===== src/design/ivu_pkg.sv =====
package ivu_pkg;

    // opcodes of one request
    typedef enum logic [2:0] {
        OP_TICK   = 3'd0,
        OP_RX     = 3'd1,
        OP_ALLOC  = 3'd2,
        OP_LOAD   = 3'd3,
        OP_TOGGLE = 3'd4
    } t_opcode;

    // configuration register indexes
    typedef enum logic [2:0] {
        CFG_MIN_HOURS       = 3'd0,
        CFG_HOURS_PER_TICK  = 3'd1,
        CFG_SEQ_LIMIT       = 3'd2,
        CFG_TEST_BYPASS     = 3'd3,
        CFG_PRIMARY_PRESENT = 3'd4
    } t_cfg_index;

    localparam int CFG_DATA_W = 24;

    localparam logic [7:0]  MIN_HOURS_RST       = 8'd96;
    localparam logic [7:0]  HOURS_PER_TICK_RST  = 8'd24;
    localparam logic [23:0] SEQ_LIMIT_RST       = 24'd8000000;
    localparam logic        TEST_BYPASS_RST     = 1'b0;
    localparam logic        PRIMARY_PRESENT_RST = 1'b1;

    localparam logic [31:0] RECOVERY_WINDOW = 32'd42;
    localparam logic [7:0]  HOURS_MAX       = 8'hFF;

    typedef struct packed {
        logic [2:0]  opcode;
        logic [31:0] new_index;
        logic        update_flag;
        logic        tx_busy;
        logic [7:0]  load_hours;
        logic [23:0] load_seq;
    } t_in_item;

    typedef struct packed {
        logic        accepted;
        logic [23:0] seq_out;
        logic [31:0] index_now;
        logic        in_progress;
        logic        replay_clear;
        logic        replay_reset;
        logic        initiator_mark;
        logic        deferred;
        logic        state_changed;
        logic        timer_on;
    } t_out_item;

    typedef struct packed {
        logic [7:0]  min_hours;
        logic [7:0]  hours_per_tick;
        logic [23:0] seq_limit;
        logic        test_bypass;
        logic        primary_present;
    } t_cfg;

endpackage


===== src/design/ivu_cfg_regs.sv =====
module ivu_cfg_regs
    import ivu_pkg::*;
(
    input  logic                  i_clk,
    input  logic                  i_rst_n,
    input  logic                  i_cfg_valid,
    input  logic [2:0]            i_cfg_index,
    input  logic [CFG_DATA_W-1:0] i_cfg_data,
    output t_cfg                  o_cfg
);

    t_cfg r_cfg;

    always_ff @(posedge i_clk) begin
        if (!i_rst_n) begin
            r_cfg.min_hours       <= MIN_HOURS_RST;
            r_cfg.hours_per_tick  <= HOURS_PER_TICK_RST;
            r_cfg.seq_limit       <= SEQ_LIMIT_RST;
            r_cfg.test_bypass     <= TEST_BYPASS_RST;
            r_cfg.primary_present <= PRIMARY_PRESENT_RST;
        end else if (i_cfg_valid) begin
            case (i_cfg_index)
                CFG_MIN_HOURS:       r_cfg.min_hours       <= i_cfg_data[7:0];
                CFG_HOURS_PER_TICK:  r_cfg.hours_per_tick  <= i_cfg_data[7:0];
                CFG_SEQ_LIMIT:       r_cfg.seq_limit       <= i_cfg_data[23:0];
                CFG_TEST_BYPASS:     r_cfg.test_bypass     <= i_cfg_data[0];
                CFG_PRIMARY_PRESENT: r_cfg.primary_present <= i_cfg_data[0];
                default: ;
            endcase
        end
    end

    assign o_cfg = r_cfg;

endmodule


===== src/design/ivu_core.sv =====
module ivu_core
    import ivu_pkg::*;
(
    input  logic      i_clk,
    input  logic      i_rst_n,
    input  logic      i_fire,
    input  t_in_item  i_item,
    input  t_cfg      i_cfg,
    output t_out_item o_result
);

    logic [31:0] r_index, n_index;
    logic        r_active, n_active;
    logic [7:0]  r_hours, n_hours;
    logic [23:0] r_seq, n_seq;
    logic        r_timer, n_timer;

    // values after the opcode's own changes, before the update attempt
    logic [7:0]  m_hours;
    logic [23:0] m_seq;
    logic        m_timer;
    logic [8:0]  tick_sum;
    logic [23:0] seq_inc;

    logic        tu_go, tu_flag, tu_fail, tu_skip;
    logic [31:0] tu_idx, win_hi, idx_plus1;

    logic        f_acc, f_clear, f_reset, f_init, f_defer, f_changed;
    logic [23:0] seq_out;

    always_comb begin
        tick_sum  = {1'b0, r_hours} + {1'b0, i_cfg.hours_per_tick};
        seq_inc   = r_seq + 24'd1;
        idx_plus1 = r_index + 32'd1;
        win_hi    = r_index + RECOVERY_WINDOW;

        m_hours = r_hours;
        m_seq   = r_seq;
        m_timer = r_timer;
        tu_go   = 1'b0;
        tu_idx  = r_index;
        tu_flag = 1'b0;
        f_acc   = 1'b0;
        f_init  = 1'b0;
        n_index = r_index;
        n_active = r_active;

        case (i_item.opcode)
            OP_TICK: begin
                if (r_timer) begin
                    m_hours = tick_sum[8] ? HOURS_MAX : tick_sum[7:0];
                    m_timer = 1'b0;
                    if (m_hours < i_cfg.min_hours) begin
                        m_timer = 1'b1;
                    end else if (r_active) begin
                        f_init = 1'b1;
                        tu_go  = 1'b1;
                    end
                end
            end
            OP_RX: begin
                tu_go   = 1'b1;
                tu_idx  = i_item.new_index;
                tu_flag = i_item.update_flag;
            end
            OP_ALLOC: begin
                m_seq = seq_inc;
                if (!r_active && (seq_inc > i_cfg.seq_limit) && i_cfg.primary_present) begin
                    f_init  = 1'b1;
                    tu_go   = 1'b1;
                    tu_idx  = idx_plus1;
                    tu_flag = 1'b1;
                end
            end
            OP_LOAD: begin
                n_index  = i_item.new_index;
                n_active = i_item.update_flag;
                m_hours  = i_item.load_hours;
                m_seq    = i_item.load_seq;
                if (i_item.load_hours < i_cfg.min_hours) begin
                    m_timer = 1'b1;
                end
                f_acc = 1'b1;
            end
            OP_TOGGLE: begin
                tu_go = 1'b1;
                if (!r_active) begin
                    tu_idx  = idx_plus1;
                    tu_flag = 1'b1;
                end
            end
            default: ;
        endcase

        n_hours   = m_hours;
        n_seq     = m_seq;
        n_timer   = m_timer;
        f_clear   = 1'b0;
        f_reset   = 1'b0;
        f_defer   = 1'b0;
        f_changed = 1'b0;
        tu_fail   = 1'b0;
        tu_skip   = 1'b0;

        // update attempt: normal-mode, in-progress and recovery rules
        if (tu_go) begin
            if (r_active) begin
                if ((tu_idx != r_index) || tu_flag) begin
                    tu_fail = 1'b1;
                end
            end else begin
                if (tu_idx == r_index) begin
                    tu_fail = 1'b1;
                end else if ((tu_idx < r_index) || (tu_idx > win_hi)) begin
                    tu_fail = 1'b1;
                end else if (tu_idx > idx_plus1) begin
                    // recovery jump inside the window
                    f_clear = 1'b1;
                    n_index = tu_idx;
                    n_seq   = 24'd0;
                    tu_skip = 1'b1;
                end else if (!tu_flag) begin
                    tu_fail = 1'b1;
                end
            end
            if (!tu_fail && !tu_skip) begin
                if (!i_cfg.test_bypass && (m_hours < i_cfg.min_hours)) begin
                    tu_fail = 1'b1;
                end else if (!tu_flag && i_item.tx_busy) begin
                    f_defer = 1'b1;
                    tu_fail = 1'b1;
                end
            end
            if (!tu_fail) begin
                n_active = tu_flag;
                n_hours  = 8'd0;
                if (tu_flag) begin
                    n_index = tu_idx;
                    f_reset = 1'b1;
                end else begin
                    n_seq = 24'd0;
                end
                n_timer   = 1'b1;
                f_changed = 1'b1;
                f_acc     = 1'b1;
            end
        end

        seq_out = (i_item.opcode == OP_ALLOC) ? r_seq : n_seq;
    end

    always_ff @(posedge i_clk) begin
        if (!i_rst_n) begin
            r_index  <= '0;
            r_active <= 1'b0;
            r_hours  <= '0;
            r_seq    <= '0;
            r_timer  <= 1'b0;
        end else if (i_fire) begin
            r_index  <= n_index;
            r_active <= n_active;
            r_hours  <= n_hours;
            r_seq    <= n_seq;
            r_timer  <= n_timer;
        end
    end

    always_comb begin
        o_result.accepted       = f_acc;
        o_result.seq_out        = seq_out;
        o_result.index_now      = n_index;
        o_result.in_progress    = n_active;
        o_result.replay_clear   = f_clear;
        o_result.replay_reset   = f_reset;
        o_result.initiator_mark = f_init;
        o_result.deferred       = f_defer;
        o_result.state_changed  = f_changed;
        o_result.timer_on       = n_timer;
    end

endmodule


===== src/design/iv_index_update_controller_unit.sv =====
// channel   direction  handshake                      payload
// in        request    i_in_valid / o_in_stall        i_in  (t_in_item)
// out       result     o_out_valid / i_out_stall      o_out (t_out_item)
// cfg       write      i_cfg_valid / o_cfg_ready      i_cfg_index, i_cfg_data
//
// one request per cycle sustained while results are not stalled; a taken request waits in
//   the input register, then its result in the result register, where o_out_valid shows it
// ivu_core writes its state registers on each fired request, so a request can follow every cycle
// synchronous active-low reset clears state and valids, config goes to its defaults
// input register and output register decouple the sides: a request is taken while
//   a finished result still waits, stall only rises when both stages are full
module iv_index_update_controller_unit
    import ivu_pkg::*;
(
    input  logic                  i_clk,
    input  logic                  i_rst_n,
    // request channel
    input  logic                  i_in_valid,
    output logic                  o_in_stall,
    input  t_in_item              i_in,
    // result channel
    output logic                  o_out_valid,
    input  logic                  i_out_stall,
    output t_out_item             o_out,
    // config write channel
    input  logic                  i_cfg_valid,
    output logic                  o_cfg_ready,
    input  logic [2:0]            i_cfg_index,
    input  logic [CFG_DATA_W-1:0] i_cfg_data
);

    t_cfg      cfg;
    t_out_item result;

    logic      r_in_valid;
    t_in_item  r_in;
    logic      r_out_valid;
    t_out_item r_out;

    logic      in_take;
    logic      fire;

    // config writes are always taken
    assign o_cfg_ready = 1'b1;

    ivu_cfg_regs u_cfg (
        .i_clk       (i_clk),
        .i_rst_n     (i_rst_n),
        .i_cfg_valid (i_cfg_valid),
        .i_cfg_index (i_cfg_index),
        .i_cfg_data  (i_cfg_data),
        .o_cfg       (cfg)
    );

    // the held request is processed when the output register is free or draining
    assign fire       = r_in_valid && (!r_out_valid || !i_out_stall);
    assign o_in_stall = r_in_valid && !fire;
    assign in_take    = i_in_valid && !o_in_stall;

    ivu_core u_core (
        .i_clk    (i_clk),
        .i_rst_n  (i_rst_n),
        .i_fire   (fire),
        .i_item   (r_in),
        .i_cfg    (cfg),
        .o_result (result)
    );

    // control valids
    always_ff @(posedge i_clk) begin
        if (!i_rst_n) begin
            r_in_valid  <= 1'b0;
            r_out_valid <= 1'b0;
        end else begin
            if (in_take) begin
                r_in_valid <= 1'b1;
            end else if (fire) begin
                r_in_valid <= 1'b0;
            end
            if (fire) begin
                r_out_valid <= 1'b1;
            end else if (!i_out_stall) begin
                r_out_valid <= 1'b0;
            end
        end
    end

    // payload registers, no reset needed
    always_ff @(posedge i_clk) begin
        if (in_take) begin
            r_in <= i_in;
        end
        if (fire) begin
            r_out <= result;
        end
    end

    assign o_out_valid = r_out_valid;
    assign o_out       = r_out;

endmodule


===== config.mk =====
export PLATFORM = sky130hd
export DESIGN_NAME = iv_index_update_controller_unit
export DESIGN_NICKNAME = d
export VERILOG_FILES = /design/src/design/ivu_pkg.sv /design/src/design/ivu_cfg_regs.sv /design/src/design/ivu_core.sv /design/src/design/iv_index_update_controller_unit.sv
export SDC_FILE = /design/constraint.sdc
export NUM_CORES = 1
export LEC_CHECK = 0
export BUFFER_PORTS_ARGS = -buffer_cell sky130_fd_sc_hd__buf_4
export CORE_MARGIN = 2
export CORE_UTILIZATION = 38
export CTS_BUF_LIST = sky130_fd_sc_hd__clkbuf_16
export DETAILED_ROUTE_END_ITERATION = 10
export GPL_ROUTABILITY_DRIVEN = 0
export PLACE_DENSITY_LB_ADDON = 0.08
export SLEW_MARGIN = 20
export SYNTH_ARGS = -nofsm -noshare
export SYNTH_HDL_FRONTEND = slang
export SYNTH_SLANG_ARGS = --single-unit

===== constraint.sdc =====
create_clock -name i_clk -period 14.5 [get_ports i_clk]
set_input_delay 0.725 -clock i_clk [delete_from_list [all_inputs] [get_ports i_clk]]
set_output_delay 0.725 -clock i_clk [all_outputs]
set_load 0.02 [all_outputs]

## After elaboration in Yosys (flattened, before gate mapping)

Cells that the tools add are included.

- Register bits after elaboration: 243
- Output and inout port bits: 67

- Add/sub/neg operators: 4
- Order comparisons: 7
- Equality and inequality tests: 11
- Multiplexer cells: 68
- Bitwise operators: 2
- Reductions and logical operators: 31

Operator list:

| kind | count |
|---|---|
| 32-bit two-way mux | 10 |
| 24-bit two-way mux | 8 |
| 32-bit one-hot mux with 3 select lines | 1 |
| 32-bit > comparator | 2 |
| 24-bit one-hot mux with 2 select lines | 1 |
| 1-bit two-way mux | 39 |
| 32-bit by 1-bit adder with 32-bit output, second input constant | 1 |
| 32-bit by 6-bit adder with 32-bit output, second input constant | 1 |
| 32-bit == test | 1 |
| 32-bit less-than comparator | 1 |
| 8-bit two-way mux | 4 |
| 32-bit != test | 1 |
| 24-bit by 1-bit adder with 24-bit output, second input constant | 1 |
| 24-bit > comparator | 1 |
| 8-bit less-than comparator | 3 |
| 8-bit one-hot mux with 2 select lines | 1 |
| 3-bit by 2-bit == test with 1-bit output, second input constant | 4 |
| 2-bit AND reduction | 5 |
| 8-bit by 8-bit adder with 9-bit output | 1 |
| 1-bit zero test | 9 |
| 1-bit logical AND | 8 |
| 3-bit by 1-bit == test with 1-bit output, second input constant | 2 |
| 3-bit == test, second input constant | 2 |
| 3-bit zero test | 2 |
| 8 further kinds | 14 |

## Depth between registers and ports, before layout

Gate-level depths: netlist of run 1.

- Depth in word-level cells: 19
- Mapped depth: 31
- Mapped depth without buffers: 27

## Modules after synthesis

A second synthesis of run 1 with hierarchy kept.

- Cells, all modules: 1941
- Area total of the unflattened synthesis: 17332.9 µm²

By module, submodules not included:

| module | instances | cells each | area an instance (µm²) | seq. area each (µm²) |
|---|---|---|---|---|
| ivu_core | 1 | 1624 | 11527.3 | 1321.3 |
| iv_index_update_controller_unit | 1 | 143 | 4088.9 | 4033.9 |
| ivu_cfg_regs | 1 | 174 | 1716.6 | 840.8 |

## Worst setup path before layout of run 1

OpenSTA, ideal clock, no wires.

- Kind: register to register
- From: reg u_core.r_seq[0]
- To: reg r_out, in the netlist o_out[40], data pin
- Setup time: 256 ps
- Arrival time: 6722 ps
- Data required time: 14244 ps
- Path slack: 7522 ps
- Stages on the path, launching flop included: 27
- Path buffers: 1
- Clock period less this slack: 6978 ps
- Path through: dfxtp_1 > nand3_1 > or3_1 > nor4bb_1 > and4_1 > xor2_1 > ha_1 > nand4_1 > nor3_1 > a221oi_1 > o21ai_1 > o21ai_1 > nand2_1 > a21o_1 > a222oi_1 > inv_1 > ha_1 > nand4_1 > nor4_1 > a22oi_1 > a31o_2 > a211o_1 > a2111oi_4 > or3_1 > nand2_1 > buf_2 > a22o_1

RTL lines:

| what | line | RTL |
|---|---|---|
| from (decl) | ivu_core.sv:15 | `logic [23:0] r_seq, n_seq;` |
| from (signal assigned) | ivu_core.sv:163 | `r_seq <= n_seq;` |
| to (signal assigned) | iv_index_update_controller_unit.sv:94 | `r_out <= result;` |
| to (decl) | iv_index_update_controller_unit.sv:38 | `t_out_item r_out;` |

## Worst setup path after layout of run 1

- From: reg u_core.r_seq[0]
- To: reg u_core.r_index[26]

- Longest elaborated chain between the ends: 18

Ends and longest elaborated chain:

| what | line | RTL |
|---|---|---|
| 24-bit by 1-bit adder with 24-bit output (*) | ivu_core.sv:33 | `seq_inc = r_seq + 24'd1;` |
| 24-bit > comparator (*) | ivu_core.sv:68 | `if (!r_active && (seq_inc > i_cfg.seq_limit) && i_cfg.primary_present) begin` |
| 1-bit logical AND (*) (2 in series) | ivu_core.sv:68 |  |
| 32-bit two-way mux / 1-bit two-way mux (equally long branches) | ivu_core.sv:68 |  |
| 32-bit one-hot mux with 3 select lines / 1-bit one-hot mux with 3 select lines (equally long branches) | ivu_core.sv:48 | `case (i_item.opcode)` |
| 32-bit > comparator (tied with other cells) | ivu_core.sv:116 | `end else if (tu_idx > idx_plus1) begin` |
| 1-bit two-way mux / 1-bit logical OR (equally long branches) | ivu_core.sv:116, ivu_core.sv:114 |  |
| 1-bit two-way mux, on equally long branches (2 in series) | -- |  |
| 1-bit two-way mux | ivu_core.sv:107 | `if (r_active) begin` |
| 1-bit two-way mux | ivu_core.sv:106 | `if (tu_go) begin` |
| 1-bit two-way mux / 1-bit zero test (equally long branches) | ivu_core.sv:129, ivu_core.sv:126 |  |
| 1-bit two-way mux / 1-bit logical AND (equally long branches) | ivu_core.sv:127, ivu_core.sv:126 |  |
| 1-bit two-way mux | ivu_core.sv:126 | `if (!tu_fail && !tu_skip) begin` |
| 1-bit two-way mux | ivu_core.sv:106 |  |
| 32-bit two-way mux | ivu_core.sv:134 | `if (!tu_fail) begin` |
| 32-bit two-way mux (*) | ivu_core.sv:106 |  |
| to (signal assigned) | ivu_core.sv:160 | `r_index <= n_index;` |
| to (decl) | ivu_core.sv:12 | `logic [31:0] r_index, n_index;` |

Mark *: on every way between the ends. The rest lies on a longest branch, timed or not. The select of a mux whose other input is x is not followed.
A chain may end at the register's enable or synchronous reset.

==> impl.org, run 1 <==
** Detailed routing
- Count of routing violations after the opening detailed-route iteration :: 1359
- Wirelength, routed :: 55.7 mm
- For this run, design rule violations remaining after detail routing come to 0.
- Before antenna repair, the detailed router went through 6 iterations.
- Across all layers, the routed design uses 14700 vias.
- Dividing the detail-routed via count by the number of cells gives 5.81.
- Antenna Nets Post-Route :: 0
- After detailed routing, the average wire length per cell comes to 22.0 um.

** GRT
- Number of global-route vias before repair :: 14100
- The first global-routing pass estimated 84.3 mm of wire.
- Number of antenna violations at the first check in global routing :: 0
- Global routing used 4.09% of the available met3 tracks.
- GRT busiest layer :: met2
- Global routing consumed, over all layers together, 24.6% of the routing resources.
- Pin count of the biggest net entering global routing :: 86
- In the global route stage, met1 resource usage came out at 34.1%.
- Global routing used 38.0% of the available met2 tracks.
- Global routing finished with a remaining overflow of 0.

** Synth
- Most instantiated flip-flop cell in the synthesis netlist :: edfxtp_1
- Counting instances in the post-synthesis netlist gives the leading cell types as nand2_1 (220), ha_1 (151), a21oi_1 (146).
- Count of synthesis-stage warnings from yosys :: 0
- Ranking of synthesized cells by area :: edfxtp_1 (24%), dfxtp_1 (13%), ha_1 (12%)
- The top cell type by area accounts for 24.4% of the synthesized area.
- Number of distinct standard cells referenced by the synthesized netlist :: 79
- Net count of the mapped netlist :: 2114
- In this run, synthesis inferred 133 flip-flops with an integrated enable.
- Leading cell type by number of instances after synthesis :: nand2_1
- Post-synthesis async set-or-reset flop share :: 0%
- Post-synthesis cell count :: 1861
- Post-Syn Area :: 16400 um2
- Library cell occupying the most area in the post-synthesis netlist :: edfxtp_1
- Share of synthesized area occupied by flip-flops and latches :: 37.8%
- In this run the mean area of a mapped cell was 8.80 um2.
- Yosys reg bits :: 243

** Power
- In this run, flip-flops and latches consume 43.9% of the power.
- Worst ir drop on vdd :: 86.9 uV
- Psw :: 0.504 mW
- Clock network power share :: 39.1%
- Sw frac :: 28.3%
- In this run the power density over the cells is 94.2 nW/um2.
- Int Pwr :: 1.27 mW
- Combinational share of power :: 17.1%
- The analysis attributes to cell leakage a power of 7.64 nW.

** Die
- Core outline area :: 42800 um2
- In this run the core area contains 76 standard-cell rows.
- Die footprint :: 44800 um2
- Die Y :: 212 um
- The floorplan step set the die width to 212 um.
- Top-Level Pins :: 168
- Once the floorplan was initialized, standard cells occupied 38.3% of the core.

** Critical path
- Timing startpoint of the critical path :: u_core.r_seq[0]
- Data on the critical path arrives at its endpoint at 10020 ps.
- Reg2reg start :: u_core.r_seq[0]
- Standard cell with the maximum stage delay on the critical path :: nor4bb_1
- Worst setup path category :: reg2reg
- The worst setup path is captured at a flop.
- The endpoint identified for the worst register-to-register timing path is u_core.r_index[26].
- The setup check on the worst reg-to-reg path leaves a slack of 4890 ps.
- Crit path launch type :: flop
- For this run, the slowest stage of the critical path takes 800 ps.
- Data required time at the worst endpoint :: 14910 ps
- Depth of the most critical reg-to-reg path :: 26
- Highest net fanout along the worst path :: 39

** Cells and area
- For this run, the share of the core covered by cells in the final layout is 44.1%.
- Number of nets at the end of the flow :: 2214
- Area grow syn2layout :: 15.3%
- The post-route netlist has 13.0% of its cells at a drive strength greater than 1.
- Ant. Diodes :: 0

** Hold path
- Worst Hold Launch :: i_in[51]
- In this run the worst hold path is classified as in2reg.
- Hold Path Depth :: 1
- Worst min-delay path endpoint :: r_in[51]

** Clocking
- Clock tree synthesis inserted a total of 27 buffers.
- Root Buffer Master :: clkbuf_16
- The clock reaches the later pin of the worst-skew pair after 580 ps.
- Number of levels in the clock H-tree :: 1
- CTS resizes :: 0
- # hold bufs at CTS :: 0
- No sink is reached through more buffers than the 3 on the longest clock path.
- Clock input transition at the sequential cells of the worst setup and hold paths :: 70 ps
- Post-CTS setup-driven buffer insertion count :: 0
- TritonCTS clock tree :: built
- Counting every sink on the clock net gives 243.

** Timing
- Headroom to the max-slew limit came out at 29.5%.
- The final number of hold-violating endpoints is 0.
- At the pin with the least slew margin, the transition time is 1060 ps.
- Counting I/O delays and the setup requirement, the final critical path takes 9610 ps.
- Setup repair after global routing left no endpoint under its margin.
- In the final timing run, aggregate negative setup slack is 0 ps.
- Final-report max-slew violation count :: 0
- Clk_skew :: 34.6 ps
- For this run, the top clock speed supported by timing is 104 MHz.
- Dividing the final minimum period by the clock period gives 66.3%.
- Final setup violating endpoints :: 0

** Run status
- Outcome :: complete, no violations

** Placed design
- Placed wire-length estimate :: 41.3 mm
- The count of buffers added on input and output ports is 166.

** Flow run
- The tool flagged a number of max-cap violations equal to 0.
-- layer usage --
layer / routed length [um] / part of all wire (%)
met1: 25200 / 45
met2: 24400 / 44
met3: 3830 / 6.9
met4: 2260 / 4.1
met5: 0 / 0
-- per-stage QoR --
stage / setup slack, ps / cells / cell area, um2 / hold slack (ps) / total power, mW
after global placement: 5430 / 2478 / 18000 / 447 / 1.09
after CTS: 5010 / 2528 / 18900 / 293 / 1.79
final: 4890 / 2528 / 18900 / 318 / 1.78
after global routing: 4200 / 2528 / 18900 / 299 / 1.85
after detailed placement: 5060 / 2478 / 18000 / 451 / 1.09
after floorplan: 7520 / 1861 / 16400 / 436 / 0.979
-- how the worst max path moves through the flow --
stage,end,depth (start not counted)
2_1_floorplan,o_out[40],26
3_3_place_gp,u_core.r_index[14],26
3_5_place_dp,u_core.r_index[29],26
4_1_cts,u_core.r_index[26],26
5_1_grt,u_core.r_index[30],25
6_report,u_core.r_index[26],26
-- cell type report --
| cell class | count | area, um2 |
|---|---|---|
| Clock buffer | 28 | 701 |
| Clock inverter | 22 | 181 |
| Fill cell | 4298 | 23900 |
| Inverter | 111 | 419 |
| Multi-Input combinational cell | 1395 | 9340 |
| Sequential cell | 243 | 6200 |
| Tap cell | 546 | 683 |
| Timing Repair Buffer | 183 | 1370 |
-- registers in the layout, summed over array words and instances, names as in the netlist --
signal,cells
u_core.r_active,1
o_out,64
u_cfg.o_cfg,42
o_out_valid,1
r_in_valid,1
u_core.r_index,32
u_core.r_hours,8
u_core.r_seq,24
r_in,69
u_core.r_timer,1
-- placed cells by master (no fill, tap or decap), types with 21 or more instances in the layout --
cell and count:
nand2_1 220, buf_4 183, ha_1 151, a21oi_1 146, nor2_1 133, edfxtp_1 133, o21ai_0 129, dfxtp_1 110
inv_1 109, xnor2_1 85, nand3_1 52, nor3_1 43, mux2i_1 33, a21o_1 28, clkbuf_16 28, nand4_1 27
o211ai_1 21
-- power by group through the flow --
stage	sequential [mW]	clock (mW)	combinational, mW
floorplan	0.793	0	0.185
global placement	0.795	0	0.297
detailed placement	0.795	0	0.299
CTS	0.780	0.713	0.301
global route	0.783	0.736	0.331
finish	0.780	0.695	0.304
-- critical path: cells and delay by family, from the launching register on --
family / cells / cell delay, ps
adder cells (fa/ha/maj): 2 / 590
AND/OR/NAND/NOR: 13 / 4530
buffers and inverters: 2 / 790
XOR/XNOR: 1 / 170
AO/OA/AOI/OAI: 8 / 2900
flip-flops: 1 / 460
-- cells by family (layout without fill, tap and decap cells) --
family	Yosys count	count (layout)	synth area share, %
xor+xnor	99	99	5.29
compound gates	521	521	20.7
buf+inv	223	344	5.37
fa+ha+maj	152	152	11.7
simple gates	577	577	16.2
mux	45	45	2.89
other cells	1	1	0.0229
flops	243	243	37.8
(Power assumes the default switching activity.)
==> run 2, diff against run 1 <==
==> constraint.sdc (replaced) <==
create_clock -name i_clk -period 7.7 [get_ports i_clk]
set_input_delay 0.385 -clock i_clk [delete_from_list [all_inputs] [get_ports i_clk]]
set_output_delay 0.385 -clock i_clk [all_outputs]
set_load 0.02 [all_outputs]
==> impl.org, run 2 (synthesis results as in run 1) <==
** Run status
- The run finished with clean final reports.

** Timing
- The post-layout minimum cycle time came to 7220 ps (-2390 ps).
- Tightest hold margin :: 26.5 ps (-292 ps)
- Post-route setup TNS :: 0 ps (unchanged)
- The final setup violation count was 0 (unchanged).
- Tcrit/Tclk final :: 93.8% (+27 points)
- Clk_skew :: 40.2 ps (+5.65 ps)
- The maximum clock frequency was 139 MHz (+33%).
- The number of max-slew violations in the final report is 0 (unchanged).
- The final number of hold-violating endpoints is 0 (unchanged).
- The actual slew at the worst max-slew pin came to 1040 ps (-14.9 ps).
- Max-Slew Margin vs Limit :: 29.7% (+0.26 points)
- Final setup margin :: 481 ps (-4410 ps)

** Detailed routing
- The count of vias placed by the detailed router came to 14800 (+0.78%).
- Antenna Nets Post-Route :: 0 (unchanged)
- The routed length per placed instance came to 21.1 um (-4.4%).
- Remaining DRCs :: 0 (unchanged)
- Avg Vias per Cell :: 5.58 (-3.9%)
- Count of routing violations after the opening detailed-route iteration :: 1206 (-11%)
- The first-pass iteration count of the detailed router came to 7 (+1).
- Wirelength, routed :: 55.9 mm (+0.30%)

** Cells and area
- Number of filler cells placed in the layout :: 4171 (-3.0%)
- The post-layout utilization of the core came to 47.1% (+3.0 points).
- The final instance count without filler cells was 2652 (+4.9%).
- Ant. Diodes :: 0 (unchanged)
- Largest register by flop count :: r_in
- The library cell used most frequently in the layout, excluding fill and tap cells, is buf_4.
- Number of nets at the end of the flow :: 2337 (+5.6%)
- In the layout the commonest cells are buf_4 (221), nand2_1 (217), ha_1 (151).
- Area grow syn2layout :: 23.2%
- Multi-input combinational cell area :: 9420 um2 (+0.92%)
- Flip-flop count of the largest register after layout :: 69 (unchanged)
- The final non-filler cell area came to 20200 um2 (+6.8%).
- Register Area :: 6200 um2 (about the same)
- The share of layout cells above drive strength 1 was 15.0% (+1.9 points).

** Placed design
- Placed wire-length estimate :: 41.0 mm (-0.75%)
- The number of cells in the design after placement came to 2510 (+1.3%).
- The minimum setup slack after placement was 110 ps (-4950 ps).
- Post-Place Cell Area :: 18300 um2 (+1.5%)
- The number of port buffers is 166 (unchanged).

** Critical path
- Crit path launch type :: flop
- Broken down by cell family, the worst path's largest delay share belongs to simple AND/OR/NAND/NOR gates.
- CP Buf/Inv Count :: 5 (+3)
- Worst setup path category :: reg2reg
- The worst register-to-register path ends at u_core.r_index[18].
- Among all stages on the critical path, the largest delay is contributed by or3_1.
- The most critical setup path has its endpoint at u_core.r_index[18].
- Logic depth of the worst path, buffers included :: 29 (+12%)
- Highest net fanout along the worst path :: 33 (-15%)
- Tracing the worst setup path back leads to its startpoint at u_core.r_seq[2].
- Depth of the most critical reg-to-reg path :: 29 (+12%)
- The worst register-to-register path begins at u_core.r_seq[2].
- Category of the worst setup path capture point :: flop
- Reg-to-reg slack, setup :: 480 ps (-4410 ps)
- Worst EP arrival :: 7720 ps (-2300 ps)
- Data required time at the worst endpoint :: 8210 ps (-6700 ps)
- Most used cell along the critical path :: buf_4
- Slowest Stage Delay on Critical Path :: 430 ps (-370 ps)

** Flow run
- The number of max-capacitance violations reported was 0 (unchanged).

** Clocking
- The clock latency of the later-clocked register in the worst-skew pair is 610 ps (+30 ps).
- The buffer depth of the longest clock path was 3 (unchanged).
- TritonCTS built the clock tree.
- Number of levels in the clock H-tree :: 1 (unchanged)
- The TritonCTS buffer count is 28 (+3.7%).
- The clock slew seen by the registers of the worst setup and hold paths was 60 ps (about the same).
- Root Buffer Master :: clkbuf_16
- The clock sink count came to 243 (unchanged).

** GRT
- Overall fraction of global-route tracks in use :: 24.9% (+0.29 points)
- The via count of the first global-routing pass came to 14500 (+2.8%).
- First-pass GRT wire length :: 86.1 mm (+2.1%)
- Pin count of the biggest net entering global routing :: 79 (-8.1%)
- The number of antenna violations at the first check in global routing came to 0 (unchanged).
- The total congestion overflow after global routing was 0 (unchanged).

** Die
- Top-Level Pins :: 168 (unchanged)
- Die outline width :: 212 um (unchanged)
- The count of standard-cell rows is 76 (unchanged).
- Die footprint :: 44800 um2 (unchanged)
- The initial core utilization came to 38.3% (unchanged).
- The floorplan die height came to 212 um (unchanged).
- The area of the core region is 42800 um2 (unchanged).

** Power
- Total design power :: 3.46 mW (+95%)
- The areal power density over the cells came to 172 nW/um2 (+82%).
- LEAKAGE :: 8.25 nW (+8.0%)
- Worst ir drop on vdd :: 166 uV (+92%)

** Hold path
- Worst Hold Launch :: i_cfg_data[6]
- The tightest min-delay check is of the in2reg type.
[run 2: cell types whose count changed in the layout (fill, tap and decap cells not counted), moves of 3 or more]
| cell | before | now |
|---|---|---|
| buf_4 | 183 | 221 |
| dlygate4sd3_1 | 0 | 82 |
| nand2_1 | 220 | 217 |
| nand2_2 | 0 | 3 |
[run 2: routing by layer]
layer	global-route usage [%]	wire (um)	up-vias	share of wire, %
met3	3.07	3030	87	5.4
met2	41.4	26000	460	47
li1	-	-	7248	-
met5	0	0	-	0
met1	34.2	25300	7001	45
met4	6.46	1530	0	2.7
[run 2: layout make-up]
cell class              instances  share of cell area, %
clock buffers                  28                   3.47
repair buffers                305                   12.5
multi-input cells            1395                   46.7
flip-flops and latches        243                   30.7
clock inverters                24                   1.15
inverters                     111                   2.08
well taps                     546                   3.39
[run 2: worst min-delay path by stage]
| stage | end | cells after the start |
|---|---|---|
| after detailed placement | u_cfg.o_cfg[10] | 2 |
| final | u_cfg.o_cfg[40] | 3 |
| after global placement | u_cfg.o_cfg[38] | 2 |
| after global routing | u_cfg.o_cfg[18] | 3 |
| after floorplan | u_cfg.o_cfg[10] | 2 |
| after CTS | u_cfg.o_cfg[40] | 3 |
[run 2: power by group]
group | switching (mW) | internal, mW | total [mW]
clock | 0.575 | 0.793 | 1.37
combinational | 0.364 | 0.259 | 0.623
sequential | 0.0424 | 1.43 | 1.47
[run 2: what timing repair did]
action | in CTS | in global routing
gates resized for setup | 0 | 22
hold endpoints to repair | 82 | 0
hold buffers | 82 | 0
setup endpoints to repair | 0 | 127
buffers inserted | 0 | 8
[run 2: worst min-delay path: stages]
cell and delay [ps]:
buf_4 90, nand2_1 40, o211ai_1 70
